$ cat src/design/tbq_pkg.sv
// Shared types and constants for the token bucket shaped line queue.
// Used by the channel interfaces, the cell chain, the bucket and the top level.
`timescale 1ns / 1ps
`default_nettype none

package tbq_pkg;

    // Queue geometry
    localparam int QUEUE_DEPTH = 16;
    localparam int CNT_W       = $clog2(QUEUE_DEPTH + 1);

    // Field widths
    localparam int HANDLE_W = 32;
    localparam int KIND_W   = 2;
    localparam int FILL_W   = 5;
    localparam int TOK_W    = 17;
    localparam int RATE_W   = 16;
    localparam int WAIT_W   = 24;
    localparam int CFG_IDX_W  = 3;
    localparam int CFG_DATA_W = 24;

    // Register reset values (Q8.8 for token quantities)
    localparam logic [RATE_W-1:0] BURST_RESET_VAL  = 16'd1280;
    localparam logic [RATE_W-1:0] FILL_RESET_VAL   = 16'd128;
    localparam logic [RATE_W-1:0] COST_RESET_VAL   = 16'd256;
    localparam logic [WAIT_W-1:0] QUEUE_WAIT_TICKS = 24'd2;

    // Request codes
    localparam logic REQ_TICK    = 1'b0;
    localparam logic REQ_ENQUEUE = 1'b1;

    // Event codes
    localparam logic [KIND_W-1:0] EV_ACCEPTED = 2'd0;
    localparam logic [KIND_W-1:0] EV_DROPPED  = 2'd1;
    localparam logic [KIND_W-1:0] EV_SENT     = 2'd2;

    // Register indexes
    localparam logic [CFG_IDX_W-1:0] CFG_BURST = 3'd0;
    localparam logic [CFG_IDX_W-1:0] CFG_FILL  = 3'd1;
    localparam logic [CFG_IDX_W-1:0] CFG_COST  = 3'd2;
    localparam logic [CFG_IDX_W-1:0] CFG_WAIT  = 3'd3;

    // Per-cell control from the queue controller
    typedef struct packed {
        logic shift;
        logic load;
    } cell_ctrl_t;

    // Per-item request to the bucket
    typedef struct packed {
        logic fire;
        logic is_tick;
        logic has_line;
    } bkt_step_t;

    // One result item
    typedef struct packed {
        logic [KIND_W-1:0]   event_kind;
        logic [HANDLE_W-1:0] sent_handle;
        logic [FILL_W-1:0]   fill_level;
        logic                last_of_step;
    } result_t;

endpackage

`default_nettype wire

$ cat src/design/tbq_chan_if.sv
// Valid/ready channel interfaces for request and result items.
// Depends on tbq_pkg for field widths.
`timescale 1ns / 1ps
`default_nettype none

interface tbq_req_if;
    logic                          valid;
    logic                          ready;
    logic                          req_type;
    logic [tbq_pkg::HANDLE_W-1:0]  line_handle;

    modport source (output valid, output req_type, output line_handle, input ready);
    modport sink   (input valid, input req_type, input line_handle, output ready);
endinterface

interface tbq_rsp_if;
    logic                          valid;
    logic                          ready;
    logic [tbq_pkg::KIND_W-1:0]    event_kind;
    logic [tbq_pkg::HANDLE_W-1:0]  sent_handle;
    logic [tbq_pkg::FILL_W-1:0]    fill_level;
    logic                          last_of_step;

    modport source (output valid, output event_kind, output sent_handle,
                    output fill_level, output last_of_step, input ready);
    modport sink   (input valid, input event_kind, input sent_handle,
                    input fill_level, input last_of_step, output ready);
endinterface

`default_nettype wire

$ cat src/design/tbq_cell.sv
// One storage cell of the line queue chain: holds a handle, shifts from its neighbor.
// Depends on tbq_pkg.
`timescale 1ns / 1ps
`default_nettype none

module tbq_cell (
    input  wire logic                          clk,
    input  wire tbq_pkg::cell_ctrl_t           ctrl,
    input  wire logic [tbq_pkg::HANDLE_W-1:0]  new_data,
    input  wire logic [tbq_pkg::HANDLE_W-1:0]  next_data,
    output      logic [tbq_pkg::HANDLE_W-1:0]  data
);

    logic [tbq_pkg::HANDLE_W-1:0] data_reg;
    logic [tbq_pkg::HANDLE_W-1:0] data_next;

    // Load a new handle, else advance from the neighbor on pop, else hold
    always_comb
    begin
        if (ctrl.load)
        begin
            data_next = new_data;
        end
        else if (ctrl.shift)
        begin
            data_next = next_data;
        end
        else
        begin
            data_next = data_reg;
        end
    end

    always_ff @(posedge clk)
    begin
        data_reg <= data_next;
    end

    assign data = data_reg;

endmodule

`default_nettype wire

$ cat src/design/tbq_bucket.sv
// Token bucket and sender state: config registers, token level, arm and wait logic.
// Depends on tbq_pkg.
`timescale 1ns / 1ps
`default_nettype none

module tbq_bucket (
    input  wire logic                            clk,
    input  wire logic                            rst_n,
    input  wire logic                            cfg_we,
    input  wire logic [tbq_pkg::CFG_IDX_W-1:0]   cfg_index,
    input  wire logic [tbq_pkg::CFG_DATA_W-1:0]  cfg_data,
    input  wire tbq_pkg::bkt_step_t              step,
    output      logic                            pop
);

    localparam int SUM_W = tbq_pkg::TOK_W + 1;

    logic [tbq_pkg::RATE_W-1:0] burst_reg;
    logic [tbq_pkg::RATE_W-1:0] fill_reg;
    logic [tbq_pkg::RATE_W-1:0] cost_reg;
    logic [tbq_pkg::WAIT_W-1:0] wait_cfg_reg;

    logic signed [tbq_pkg::TOK_W-1:0] tok_reg;
    logic signed [tbq_pkg::TOK_W-1:0] tok_next;
    logic                             armed_reg;
    logic                             armed_next;
    logic                             waiting_reg;
    logic                             waiting_next;
    logic [tbq_pkg::WAIT_W-1:0]       wait_rem_reg;
    logic [tbq_pkg::WAIT_W-1:0]       wait_rem_next;

    logic signed [SUM_W-1:0] tok_ext;
    logic signed [SUM_W-1:0] burst_ext;
    logic signed [SUM_W-1:0] cost_ext;
    logic signed [SUM_W-1:0] refill_sum;
    logic signed [SUM_W-1:0] tok_a;
    logic signed [SUM_W-1:0] tok_sub;
    logic [tbq_pkg::WAIT_W-1:0] rem_dec;
    logic overdraw;
    logic armed_b;
    logic waiting_b;
    logic try_arm;
    logic cost_ok;
    logic wait_zero;
    logic take_cost;
    logic armed_c;

    // Write configuration registers
    always_ff @(posedge clk or negedge rst_n)
    begin
        if (!rst_n)
        begin
            burst_reg    <= tbq_pkg::BURST_RESET_VAL;
            fill_reg     <= tbq_pkg::FILL_RESET_VAL;
            cost_reg     <= tbq_pkg::COST_RESET_VAL;
            wait_cfg_reg <= tbq_pkg::QUEUE_WAIT_TICKS;
        end
        else if (cfg_we)
        begin
            case (cfg_index)
                tbq_pkg::CFG_BURST: burst_reg    <= cfg_data[tbq_pkg::RATE_W-1:0];
                tbq_pkg::CFG_FILL:  fill_reg     <= cfg_data[tbq_pkg::RATE_W-1:0];
                tbq_pkg::CFG_COST:  cost_reg     <= cfg_data[tbq_pkg::RATE_W-1:0];
                tbq_pkg::CFG_WAIT:  wait_cfg_reg <= cfg_data[tbq_pkg::WAIT_W-1:0];
                default: ;
            endcase
        end
    end

    // Refill on tick, count down the wait, then attempt to arm
    always_comb
    begin
        tok_ext    = SUM_W'(tok_reg);
        burst_ext  = $signed({2'b00, burst_reg});
        cost_ext   = $signed({2'b00, cost_reg});
        refill_sum = tok_ext + $signed({2'b00, fill_reg});

        tok_a = tok_ext;
        if (step.is_tick && (tok_ext < burst_ext))
        begin
            tok_a = (refill_sum > burst_ext) ? burst_ext : refill_sum;
        end

        rem_dec   = (wait_rem_reg != '0) ? (wait_rem_reg - 1'b1) : wait_rem_reg;
        overdraw  = step.is_tick && waiting_reg && (rem_dec == '0);
        armed_b   = armed_reg | overdraw;
        waiting_b = waiting_reg & ~overdraw;

        try_arm   = !armed_b && !waiting_b;
        cost_ok   = cost_ext <= tok_a;
        wait_zero = (wait_cfg_reg == '0);
        take_cost = overdraw | (try_arm & (cost_ok | wait_zero));
        tok_sub   = tok_a - cost_ext;

        tok_next = (take_cost ? tok_sub[tbq_pkg::TOK_W-1:0] : tok_a[tbq_pkg::TOK_W-1:0]);
        armed_c  = armed_b | (try_arm & (cost_ok | wait_zero));
        pop      = armed_c & step.has_line;

        armed_next   = armed_c & ~pop;
        waiting_next = waiting_b | (try_arm & ~cost_ok & ~wait_zero);
        if (overdraw)
        begin
            wait_rem_next = '0;
        end
        else if (try_arm & ~cost_ok & ~wait_zero)
        begin
            wait_rem_next = wait_cfg_reg;
        end
        else if (step.is_tick && waiting_reg)
        begin
            wait_rem_next = rem_dec;
        end
        else
        begin
            wait_rem_next = wait_rem_reg;
        end
    end

    // Commit bucket state for each accepted item
    always_ff @(posedge clk or negedge rst_n)
    begin
        if (!rst_n)
        begin
            tok_reg      <= $signed({1'b0, tbq_pkg::BURST_RESET_VAL});
            armed_reg    <= 1'b0;
            waiting_reg  <= 1'b0;
            wait_rem_reg <= '0;
        end
        else if (step.fire)
        begin
            tok_reg      <= tok_next;
            armed_reg    <= armed_next;
            waiting_reg  <= waiting_next;
            wait_rem_reg <= wait_rem_next;
        end
    end

    a_armed_excl_wait: assert property (@(posedge clk) disable iff (!rst_n)
        !(armed_reg && waiting_reg))
        else $error("sender armed and waiting at once");

    a_wait_count_live: assert property (@(posedge clk) disable iff (!rst_n)
        waiting_reg |-> (wait_rem_reg != '0))
        else $error("sender waiting with no ticks left");

    a_pop_disarms: assert property (@(posedge clk) disable iff (!rst_n)
        (step.fire && pop) |=> !armed_reg)
        else $error("sender still armed after sending a line");

endmodule

`default_nettype wire

$ cat src/design/token_bucket_shaped_line_queue_top.sv
// Top level: shifting cell chain line queue paced by a token bucket, with result buffer.
// Depends on tbq_pkg, tbq_chan_if, tbq_cell and tbq_bucket.
// The first result of an item is valid in the cycle after the item is accepted.
// Throughput: one item per cycle if it gives at most one result and results are taken;
//   two results stall the next item; the two-entry buffer drains one result per cycle.
// Reset: queue empty, token level at the burst reset value, sender idle; no clearing pass.
`timescale 1ns / 1ps
`default_nettype none

module token_bucket_shaped_line_queue_top (
    input  wire logic                            clk,
    input  wire logic                            rst_n,
    tbq_req_if.sink                              req,
    tbq_rsp_if.source                            rsp,
    input  wire logic                            cfg_we,
    input  wire logic [tbq_pkg::CFG_IDX_W-1:0]   cfg_index,
    input  wire logic [tbq_pkg::CFG_DATA_W-1:0]  cfg_data
);

    localparam int DEPTH = tbq_pkg::QUEUE_DEPTH;
    localparam int CNT_W = tbq_pkg::CNT_W;

    logic [CNT_W-1:0] cnt_reg;
    logic [CNT_W-1:0] cnt_next;
    logic [CNT_W-1:0] cnt_push;
    logic [CNT_W-1:0] load_pos;
    logic             fire;
    logic             is_enq;
    logic             full;
    logic             push;
    logic             pop;
    logic [tbq_pkg::HANDLE_W-1:0] head;
    tbq_pkg::bkt_step_t step;

    logic [tbq_pkg::HANDLE_W-1:0] cell_data [DEPTH];
    tbq_pkg::cell_ctrl_t          cell_ctrl [DEPTH];

    tbq_pkg::result_t slot_a_reg;
    tbq_pkg::result_t slot_a_next;
    tbq_pkg::result_t slot_b_reg;
    tbq_pkg::result_t slot_b_next;
    tbq_pkg::result_t res_first;
    tbq_pkg::result_t res_sent;
    logic [1:0]       rcnt_reg;
    logic [1:0]       rcnt_next;
    logic             out_take;

    // Accept while the result buffer is empty or its last result is taken this cycle
    assign out_take  = rsp.valid && rsp.ready;
    assign req.ready = (rcnt_reg == 2'd0) || ((rcnt_reg == 2'd1) && rsp.ready);
    assign fire      = req.valid && req.ready;
    assign is_enq    = (req.req_type == tbq_pkg::REQ_ENQUEUE);

    // Queue occupancy
    assign full     = (cnt_reg == CNT_W'(DEPTH));
    assign push     = fire && is_enq && !full;
    assign cnt_push = cnt_reg + CNT_W'(push);
    assign cnt_next = cnt_push - CNT_W'(pop);
    assign load_pos = pop ? (cnt_reg - 1'b1) : cnt_reg;
    assign head     = (cnt_reg == '0) ? req.line_handle : cell_data[0];

    // Pop only on an accepted item
    assign step.fire     = fire;
    assign step.is_tick  = fire && (req.req_type == tbq_pkg::REQ_TICK);
    assign step.has_line = fire && (cnt_push != '0);

    tbq_bucket u_bucket (
        .clk       (clk),
        .rst_n     (rst_n),
        .cfg_we    (cfg_we),
        .cfg_index (cfg_index),
        .cfg_data  (cfg_data),
        .step      (step),
        .pop       (pop)
    );

    // Cell chain: cell 0 is the head, pops shift every cell one place forward
    for (genvar i = 0; i < DEPTH; i++)
    begin : g_cell
        assign cell_ctrl[i].shift = pop;
        assign cell_ctrl[i].load  = push && (load_pos == CNT_W'(i));

        if (i < DEPTH - 1)
        begin : g_mid
            tbq_cell u_cell (
                .clk       (clk),
                .ctrl      (cell_ctrl[i]),
                .new_data  (req.line_handle),
                .next_data (cell_data[i+1]),
                .data      (cell_data[i])
            );
        end
        else
        begin : g_tail
            tbq_cell u_cell (
                .clk       (clk),
                .ctrl      (cell_ctrl[i]),
                .new_data  (req.line_handle),
                .next_data (cell_data[i]),
                .data      (cell_data[i])
            );
        end
    end

    always_ff @(posedge clk or negedge rst_n)
    begin
        if (!rst_n)
        begin
            cnt_reg <= '0;
        end
        else if (fire)
        begin
            cnt_reg <= cnt_next;
        end
    end

    // Build the results of this item
    always_comb
    begin
        res_first.event_kind   = full ? tbq_pkg::EV_DROPPED : tbq_pkg::EV_ACCEPTED;
        res_first.sent_handle  = '0;
        res_first.fill_level   = tbq_pkg::FILL_W'(cnt_push);
        res_first.last_of_step = !pop;

        res_sent.event_kind    = tbq_pkg::EV_SENT;
        res_sent.sent_handle   = head;
        res_sent.fill_level    = tbq_pkg::FILL_W'(cnt_next);
        res_sent.last_of_step  = 1'b1;
    end

    // Result buffer: drain the front slot, load fresh results on accept
    always_comb
    begin
        slot_a_next = slot_a_reg;
        slot_b_next = slot_b_reg;
        rcnt_next   = rcnt_reg;
        if (out_take)
        begin
            slot_a_next = slot_b_reg;
            rcnt_next   = rcnt_reg - 1'b1;
        end
        if (fire)
        begin
            slot_a_next = is_enq ? res_first : res_sent;
            slot_b_next = res_sent;
            rcnt_next   = 2'(is_enq) + 2'(pop);
        end
    end

    always_ff @(posedge clk)
    begin
        slot_a_reg <= slot_a_next;
        slot_b_reg <= slot_b_next;
    end

    always_ff @(posedge clk or negedge rst_n)
    begin
        if (!rst_n)
        begin
            rcnt_reg <= 2'd0;
        end
        else
        begin
            rcnt_reg <= rcnt_next;
        end
    end

    assign rsp.valid        = (rcnt_reg != 2'd0);
    assign rsp.event_kind   = slot_a_reg.event_kind;
    assign rsp.sent_handle  = slot_a_reg.sent_handle;
    assign rsp.fill_level   = slot_a_reg.fill_level;
    assign rsp.last_of_step = slot_a_reg.last_of_step;

    a_rbuf_bound: assert property (@(posedge clk) disable iff (!rst_n)
        rcnt_reg <= 2'd2)
        else $error("result buffer overfilled");

    a_queue_bound: assert property (@(posedge clk) disable iff (!rst_n)
        cnt_reg <= CNT_W'(DEPTH))
        else $error("line queue count above depth");

    a_pair_follows: assert property (@(posedge clk) disable iff (!rst_n)
        (rsp.valid && rsp.ready && !rsp.last_of_step) |=> rsp.valid)
        else $error("second result of an item missing");

endmodule

`default_nettype wire
$ cat src/flat_wrapper.sv
// flat-port wrapper written by rule: the top's interface ports become plain ports
module token_bucket_shaped_line_queue_top_flat 
  (clk, rst_n, cfg_we, cfg_index, cfg_data, req_valid, req_req_type, req_line_handle, req_ready, rsp_valid, rsp_event_kind, rsp_sent_handle, rsp_fill_level, rsp_last_of_step, rsp_ready);
  tbq_req_if req_i ();
  tbq_rsp_if rsp_i ();
  input  wire logic clk;
  input  wire logic rst_n;
  input  wire logic cfg_we;
  input  wire logic [tbq_pkg::CFG_IDX_W-1:0] cfg_index;
  input  wire logic [tbq_pkg::CFG_DATA_W-1:0] cfg_data;
  input wire logic [$bits(req_i.valid)-1:0] req_valid;
  input wire logic [$bits(req_i.req_type)-1:0] req_req_type;
  input wire logic [$bits(req_i.line_handle)-1:0] req_line_handle;
  output wire logic [$bits(req_i.ready)-1:0] req_ready;
  output wire logic [$bits(rsp_i.valid)-1:0] rsp_valid;
  output wire logic [$bits(rsp_i.event_kind)-1:0] rsp_event_kind;
  output wire logic [$bits(rsp_i.sent_handle)-1:0] rsp_sent_handle;
  output wire logic [$bits(rsp_i.fill_level)-1:0] rsp_fill_level;
  output wire logic [$bits(rsp_i.last_of_step)-1:0] rsp_last_of_step;
  input wire logic [$bits(rsp_i.ready)-1:0] rsp_ready;
  assign req_i.valid = req_valid;
  assign req_i.req_type = req_req_type;
  assign req_i.line_handle = req_line_handle;
  assign req_ready = req_i.ready;
  assign rsp_valid = rsp_i.valid;
  assign rsp_event_kind = rsp_i.event_kind;
  assign rsp_sent_handle = rsp_i.sent_handle;
  assign rsp_fill_level = rsp_i.fill_level;
  assign rsp_last_of_step = rsp_i.last_of_step;
  assign rsp_i.ready = rsp_ready;
  token_bucket_shaped_line_queue_top u_core (.clk(clk), .rst_n(rst_n), .req(req_i), .rsp(rsp_i), .cfg_we(cfg_we), .cfg_index(cfg_index), .cfg_data(cfg_data));
endmodule
$ cat config.mk
export PLATFORM = sky130hd
export DESIGN_NAME = token_bucket_shaped_line_queue_top_flat
export DESIGN_NICKNAME = d
export VERILOG_FILES = /design/src/design/tbq_pkg.sv /design/src/design/tbq_chan_if.sv /design/src/design/tbq_cell.sv /design/src/design/tbq_bucket.sv /design/src/design/token_bucket_shaped_line_queue_top.sv /design/src/flat_wrapper.sv
export SDC_FILE = /design/constraint.sdc
export NUM_CORES = 1
export LEC_CHECK = 0
export BUFFER_PORTS_ARGS = -buffer_cell sky130_fd_sc_hd__buf_2
export CAP_MARGIN = 40
export CORE_MARGIN = 10
export CORE_UTILIZATION = 57
export CTS_CLUSTER_DIAMETER = 80
export CTS_CLUSTER_SIZE = 20
export DETAILED_ROUTE_END_ITERATION = 7
export GPL_TIMING_DRIVEN = 0
export PLACE_DENSITY_LB_ADDON = 0.05
export SYNTH_ARGS = -nofsm -noshare
export SYNTH_HDL_FRONTEND = slang
export SYNTH_SLANG_ARGS = --single-unit
$ cat constraint.sdc
create_clock -name clk -period 9.4 [get_ports clk]
set_input_delay 0.94 -clock clk [delete_from_list [all_inputs] [get_ports clk]]
set_output_delay 0.94 -clock clk [all_outputs]
set_load 0.02 [all_outputs]
==> run summary, run 1 <==
max FFs per register = 480
Fmax achieved = 114 MHz
RR Startpoint = u_core.u_bucket.tok_reg[0]
Layout area overhead = 10.7%
maxcap violations = 0
Top delay family on crit path = compound AO/OA/AOI/OAI gates
largest fanout on the critical path = 10
Tcrit/Tclk final = 93.6%
CP Capture Type = register
CTS Buf Count = 45
largest net degree at the start of global routing = 70
Critical Path Max Stage Delay = 440 ps
core box area = 59200 um^2
CTS sink count = 711
Synth Instances = 2406
vias after detailed routing = 20400
type of the worst setup path = reg -> reg
Placement Setup Slack = -144 ps
Syn Area/Cell = 14.2 um^2
most frequent cells after synthesis = edfxtp_1, mux2_2, mux2_1
cts hold-fix bufs = 0
Synth area leader = edfxtp_1
fin nets = 2743
Max Slew Vio Count = 0
drt drc = 0
Detail Placement HPWL = 60100 um
Die Span Y = 265 um
CP max stage cell = fa_1
first-pass GRT wire length = 129000 um
Levels on crit path = 34
GR Util All Layers = 23.7%
pwr dens = 273 nW/um^2
IO Port Bufs = 106
layout cell share with drive strength beyond 1 = 24.9%
initial antenna violation count = 2
unrepaired setup endpoints after global routing = false
Crit path buffers/inverters = 4
Final Hold Vio Count = 0
Worst EP required = 9760 ps
final setup margin = 601 ps
Synth cell types = 82
share of the synthesized area in the top cell type = 51.7%
Reg2Reg Depth = 34
row count = 89
Synth Register Bits = 711
DP Cell Count = 3314
Post-Syn Nets = 2561
crit path to = u_core.g_cell[7].g_mid.u_cell.data[28]
number of global-route vias before repair = 21300
Routed WL = 83500 um
CTS tree = yes
io pins = 107
Fillers = 4473
run status = finished clean
Vias per Instance = 6.03
synthesized area = 34200 um^2
sequential area share after synthesis = 60.6%
routed len/inst = 24.6 um
post-route design area = 37900 um^2
final core utilization = 64.0%
r2r setup slk = 600 ps
Starting Density = 57.8%
initial DRC count = 1467
final setup fails = 0
Root Buffer = clkbuf_16
Setup crit start kind = register
Synth area leaders = edfxtp_1, mux2_2, dfrtp_1
Clock transition at path regs = 80 ps
TNS Setup = 0 ps
Period minus WS final = 8800 ps
total design power = 10.3 mW
Post-DP Area = 36500 um^2
Layout Cells excl Fill = 3389
Synth Flop Type = edfxtp_1
R2R Path End = u_core.g_cell[7].g_mid.u_cell.data[28]
# Post-CTS Setup Buffers = 0
worst min-delay path category = in -> async
clock tree buffer depth = 3
total gr overflow = 0
CTS H-tree depth = 2
RePlAce Congestion = 0.915
Die Area = 70300 um^2
Leak = 13.7 nW
worst-margin pin slew = 883 ps
hold_ws = 298 ps
Worst EP arrival = 9150 ps
asr flop ratio synth = 17.2%
Ys Warns = 0
ANT nets after route = 0
Final Skew = 31.8 ps
max_slew headroom = 41.0%
Pre-antenna DRT Iters = 5
Post-synth EDFFs = 589
count leader, synth = edfxtp_1
clk_lat worst skew = 620 ps
maximum VDD drop = 156 uV
Die W = 265 um
crit path from = u_core.u_bucket.tok_reg[0]
==> power breakdown <==
part | switching, mW | total, mW | leakage [nW] | internal (mW)
clock network | 1.08 | 2.04 | 0.665 | 0.956
registers | 0.285 | 4.59 | 6.84 | 4.31
logic | 2.28 | 3.70 | 6.15 | 1.42
==> cell usage in the layout, fill, tap and decap left out, drive strengths merged, types with 9 or more instances in the layout <==
cell type / instances
o32ai: 9
ha: 88
xnor2: 26
a21oi: 70
dfrtp: 115
clkbuf: 147
o21ai: 128
nand4: 14
nor2: 83
nand3: 29
inv: 100
edfxtp: 589
a21o: 18
nor3: 24
nand2: 141
mux2: 555
nor2b: 12
a22o: 34
a211oi: 9
nor4: 12
nand2b: 16
o22ai: 11
xor2: 16
o31a: 9
mux2i: 30
buf: 185
a31oi: 13
==> layout make-up <==
class	instances	area (um^2)	share of cell area, %
multi-input cells	1466	12700	33.6
flip-flops and latches	711	20700	54.8
clock buffers	61	1210	3.20
inverters	93	349	0.921
repair buffers	135	1090	2.87
clock inverters	13	159	0.419
diodes	1	2.50	0.00660
plain buffers	136	654	1.73
well taps	773	967	2.55
==> how the worst min path moves through the flow <==
stage                                                   endpoint  slack, ps
after floorplan                       u_core.u_bucket.tok_reg[8]        480
after global placement    u_core.g_cell[5].g_mid.u_cell.data[20]        500
after detailed placement            u_core.u_bucket.fill_reg[13]        510
after CTS                            u_core.u_bucket.fill_reg[6]        300
after global routing                 u_core.u_bucket.fill_reg[6]        310
final                                u_core.u_bucket.fill_reg[6]        300
==> what timing repair did <==
action                                  in CTS  in global routing
endpoints found under the setup margin     281                680
cloned                                       0                  0
endpoints found under the hold margin        0                  0
gates resized for setup                      2                 11
==> worst reg2reg max path, delay by kind of cell (launching register included) <==
kind | cells | cell delay [ps]
xor+xnor | 1 | 270
buf+inv | 4 | 950
simple gates | 6 | 960
mux | 2 | 750
flops | 1 | 400
fa+ha+maj | 4 | 1290
compound gates | 17 | 3920
==> layer usage <==
metal  global-route usage, %  up-vias  share of wire [%]
met2                    40.0      493                 48
met5                       0        -             0.0096
met4                    5.90        2                2.2
met1                    32.1    10400                 45
met3                    3.25      103                4.8
li1                        -     9459                  -
==> cell families (layout without fill, tap and decap cells) <==
logic type / Yosys count / in the layout / share of synthesized area (%)
flip-flops: 711 / 711 / 60.6
multiplexers: 586 / 586 / 19.2
AO/OA/AOI/OAI: 374 / 374 / 7.66
AND/OR/NAND/NOR: 374 / 374 / 5.23
buffers and inverters: 229 / 438 / 2.91
adder cells (fa/ha/maj): 90 / 90 / 3.33
XOR/XNOR: 42 / 42 / 1.07
other: 0 / 1 / 0
Power figures use the tool's default switching activity.
==> run 2: changes to the inputs <==
CELL_PAD_IN_SITES_DETAIL_PLACEMENT = 0   (was not set)
CELL_PAD_IN_SITES_GLOBAL_PLACEMENT = 1   (was not set)
CORE_UTILIZATION = 48   (was 57)
==> run 2 against run 1 <==
Against the previous run:
- critical path depth shrank 2
- worst setup slack lost 160 ps
- routed wire length grew 2.3%
- critical endpoint is now u_core.g_cell[0].g_mid.u_cell.data[26]
- largest power group unchanged
==> run summary, run 2 (synthesis results as in run 1) <==
Critical Path Max Stage Delay = 490 ps
CP max stage cell = or3_4
crit path to = u_core.g_cell[0].g_mid.u_cell.data[26]
commonest cells after routing, fill and taps aside = edfxtp_1, mux2_2, mux2_1
Period minus WS final = 8960 ps
vias after detailed routing = 20200
clk_lat worst skew = 640 ps
CP Capture Type = register
Layout area overhead = 11.7%
number of global-route vias before repair = 21200
GR Util All Layers = 20.6%
maximum VDD drop = 188 uV
CTS H-tree depth = 2
CTS sink count = 711
post-route design area = 38200 um^2
CTS tree = yes
Setup crit start kind = register
R2R Path End = u_core.g_cell[0].g_mid.u_cell.data[26]
Fillers = 5928
Post-DP Area = 36700 um^2
Leak = 13.7 nW
drt drc = 0
core box area = 70400 um^2
run status = finished clean
Routed WL = 85400 um
Final Skew = 46.7 ps
first-pass GRT wire length = 131000 um
total gr overflow = 0
final core utilization = 54.3%
Clock transition at path regs = 80 ps
CTS Buf Count = 46
layout cell share with drive strength beyond 1 = 25.1%
RR Startpoint = u_core.u_bucket.tok_reg[0]
ANT nets after route = 0
Fmax achieved = 112 MHz
io pins = 107
Detail Placement HPWL = 62600 um
row count = 97
Root Buffer = clkbuf_16
Die W = 287 um
routed len/inst = 24.1 um
fin nets = 2744
largest fanout on the critical path = 10
total design power = 10.4 mW
commonest non-fill, non-tap cell in the layout = edfxtp_1
worst min-delay path category = in -> async
Worst EP arrival = 9330 ps
pwr dens = 273 nW/um^2
max FFs per register = 480
r2r setup slk = 440 ps
initial antenna violation count = 2
DP Cell Count = 3481
worst-margin pin slew = 874 ps
Max Slew Vio Count = 0
Die Area = 82400 um^2
Starting Density = 48.6%
final setup fails = 0
type of the worst setup path = reg -> reg
Final Hold Vio Count = 0
IO Port Bufs = 106
initial DRC count = 1083
largest net degree at the start of global routing = 70
Die Span Y = 287 um
maxcap violations = 0
max_slew headroom = 41.7%
Reg2Reg Depth = 32
Tcrit/Tclk final = 95.3%
Worst EP required = 9770 ps
clock tree buffer depth = 3
unrepaired setup endpoints after global routing = false
Vias per Instance = 5.69
RePlAce Congestion = 0.882
Pre-antenna DRT Iters = 5
crit path from = u_core.u_bucket.tok_reg[0]
Layout Cells excl Fill = 3551
run 2: changes by cell type in the layout (fill, tap and decap cells not counted), moves of 2 or more:
cell | before | now
clkbuf_1 | 96 | 87
clkinv_16 | 0 | 2
inv_8 | 3 | 1
clkbuf_2 | 3 | 1
clkinv_8 | 1 | 3
clkinv_4 | 2 | 0
buf_6 | 5 | 7
clkbuf_16 | 46 | 48
buf_12 | 13 | 9
buf_4 | 29 | 27
buf_16 | 7 | 11
run 2: critical path, delay by kind of cell (launching register included):
family / cells / cell delay, ps
AND/OR/NAND/NOR: 9 / 2080
multiplexers: 2 / 560
AO/OA/AOI/OAI: 12 / 3130
XOR/XNOR: 1 / 230
adder cells (fa/ha/maj): 4 / 1310
buffers and inverters: 4 / 930
flip-flops: 1 / 420
run 2: how the worst min path moves through the flow:
stage | end | slack (ps)
finish | u_core.u_bucket.wait_rem_reg[2] | 330
detailed placement | u_core.u_bucket.fill_reg[5] | 500
floorplan | u_core.u_bucket.tok_reg[8] | 480
CTS | u_core.u_bucket.wait_rem_reg[17] | 360
global placement | u_core.u_bucket.fill_reg[15] | 500
global route | u_core.u_bucket.wait_rem_reg[2] | 390
run 2: what timing repair did:
| item | CTS | global route |
|---|---|---|
| endpoints found under the setup margin | 551 | 904 |
| setup buffers | 0 | 0 |
| hold buffers | 0 | 0 |
| resized for setup | 2 | 14 |
| pin swaps | 0 | 0 |
run 2: area by class of cell:
class	count	area [um^2]	share of cell area, %
tap	940	1180	3.08
antenna	2	5.00	0.0131
inverter	93	349	0.913
buffer	136	656	1.71
timing repair buffer	135	1130	2.94
clock buffer	52	1220	3.18
clock inverter	16	240	0.628
multi-input combinational	1466	12700	33.3
sequential	711	20700	54.3
run 2: power by group:
| group | leakage [nW] | internal [mW] | total, mW | switching [mW] |
|---|---|---|---|---|
| logic | 6.17 | 1.44 | 3.74 | 2.30 |
| registers | 6.84 | 4.31 | 4.58 | 0.270 |
| clock network | 0.704 | 1.01 | 2.12 | 1.12 |
run 2: routing by layer:
metal  GRT usage, %  up-vias  wire [um]  share of wire [%]
li1               -     9462          -                  -
met1           26.3    10200      36700                 43
met2           35.9      376      42600                 50
met3           2.93      118       3510                4.1
met4           6.51        0       2610                3.0
met5              0        -          0                  0
run 2: stage by stage:
step                setup TNS, ps  worst slack, ps  hold WS (ps)
finish                          0              441           329
global route                    0             3.31           385
CTS                             0             35.8           360
detailed placement         -82760             -350           504
global placement          -918990            -4060           499
floorplan                       0              382           477
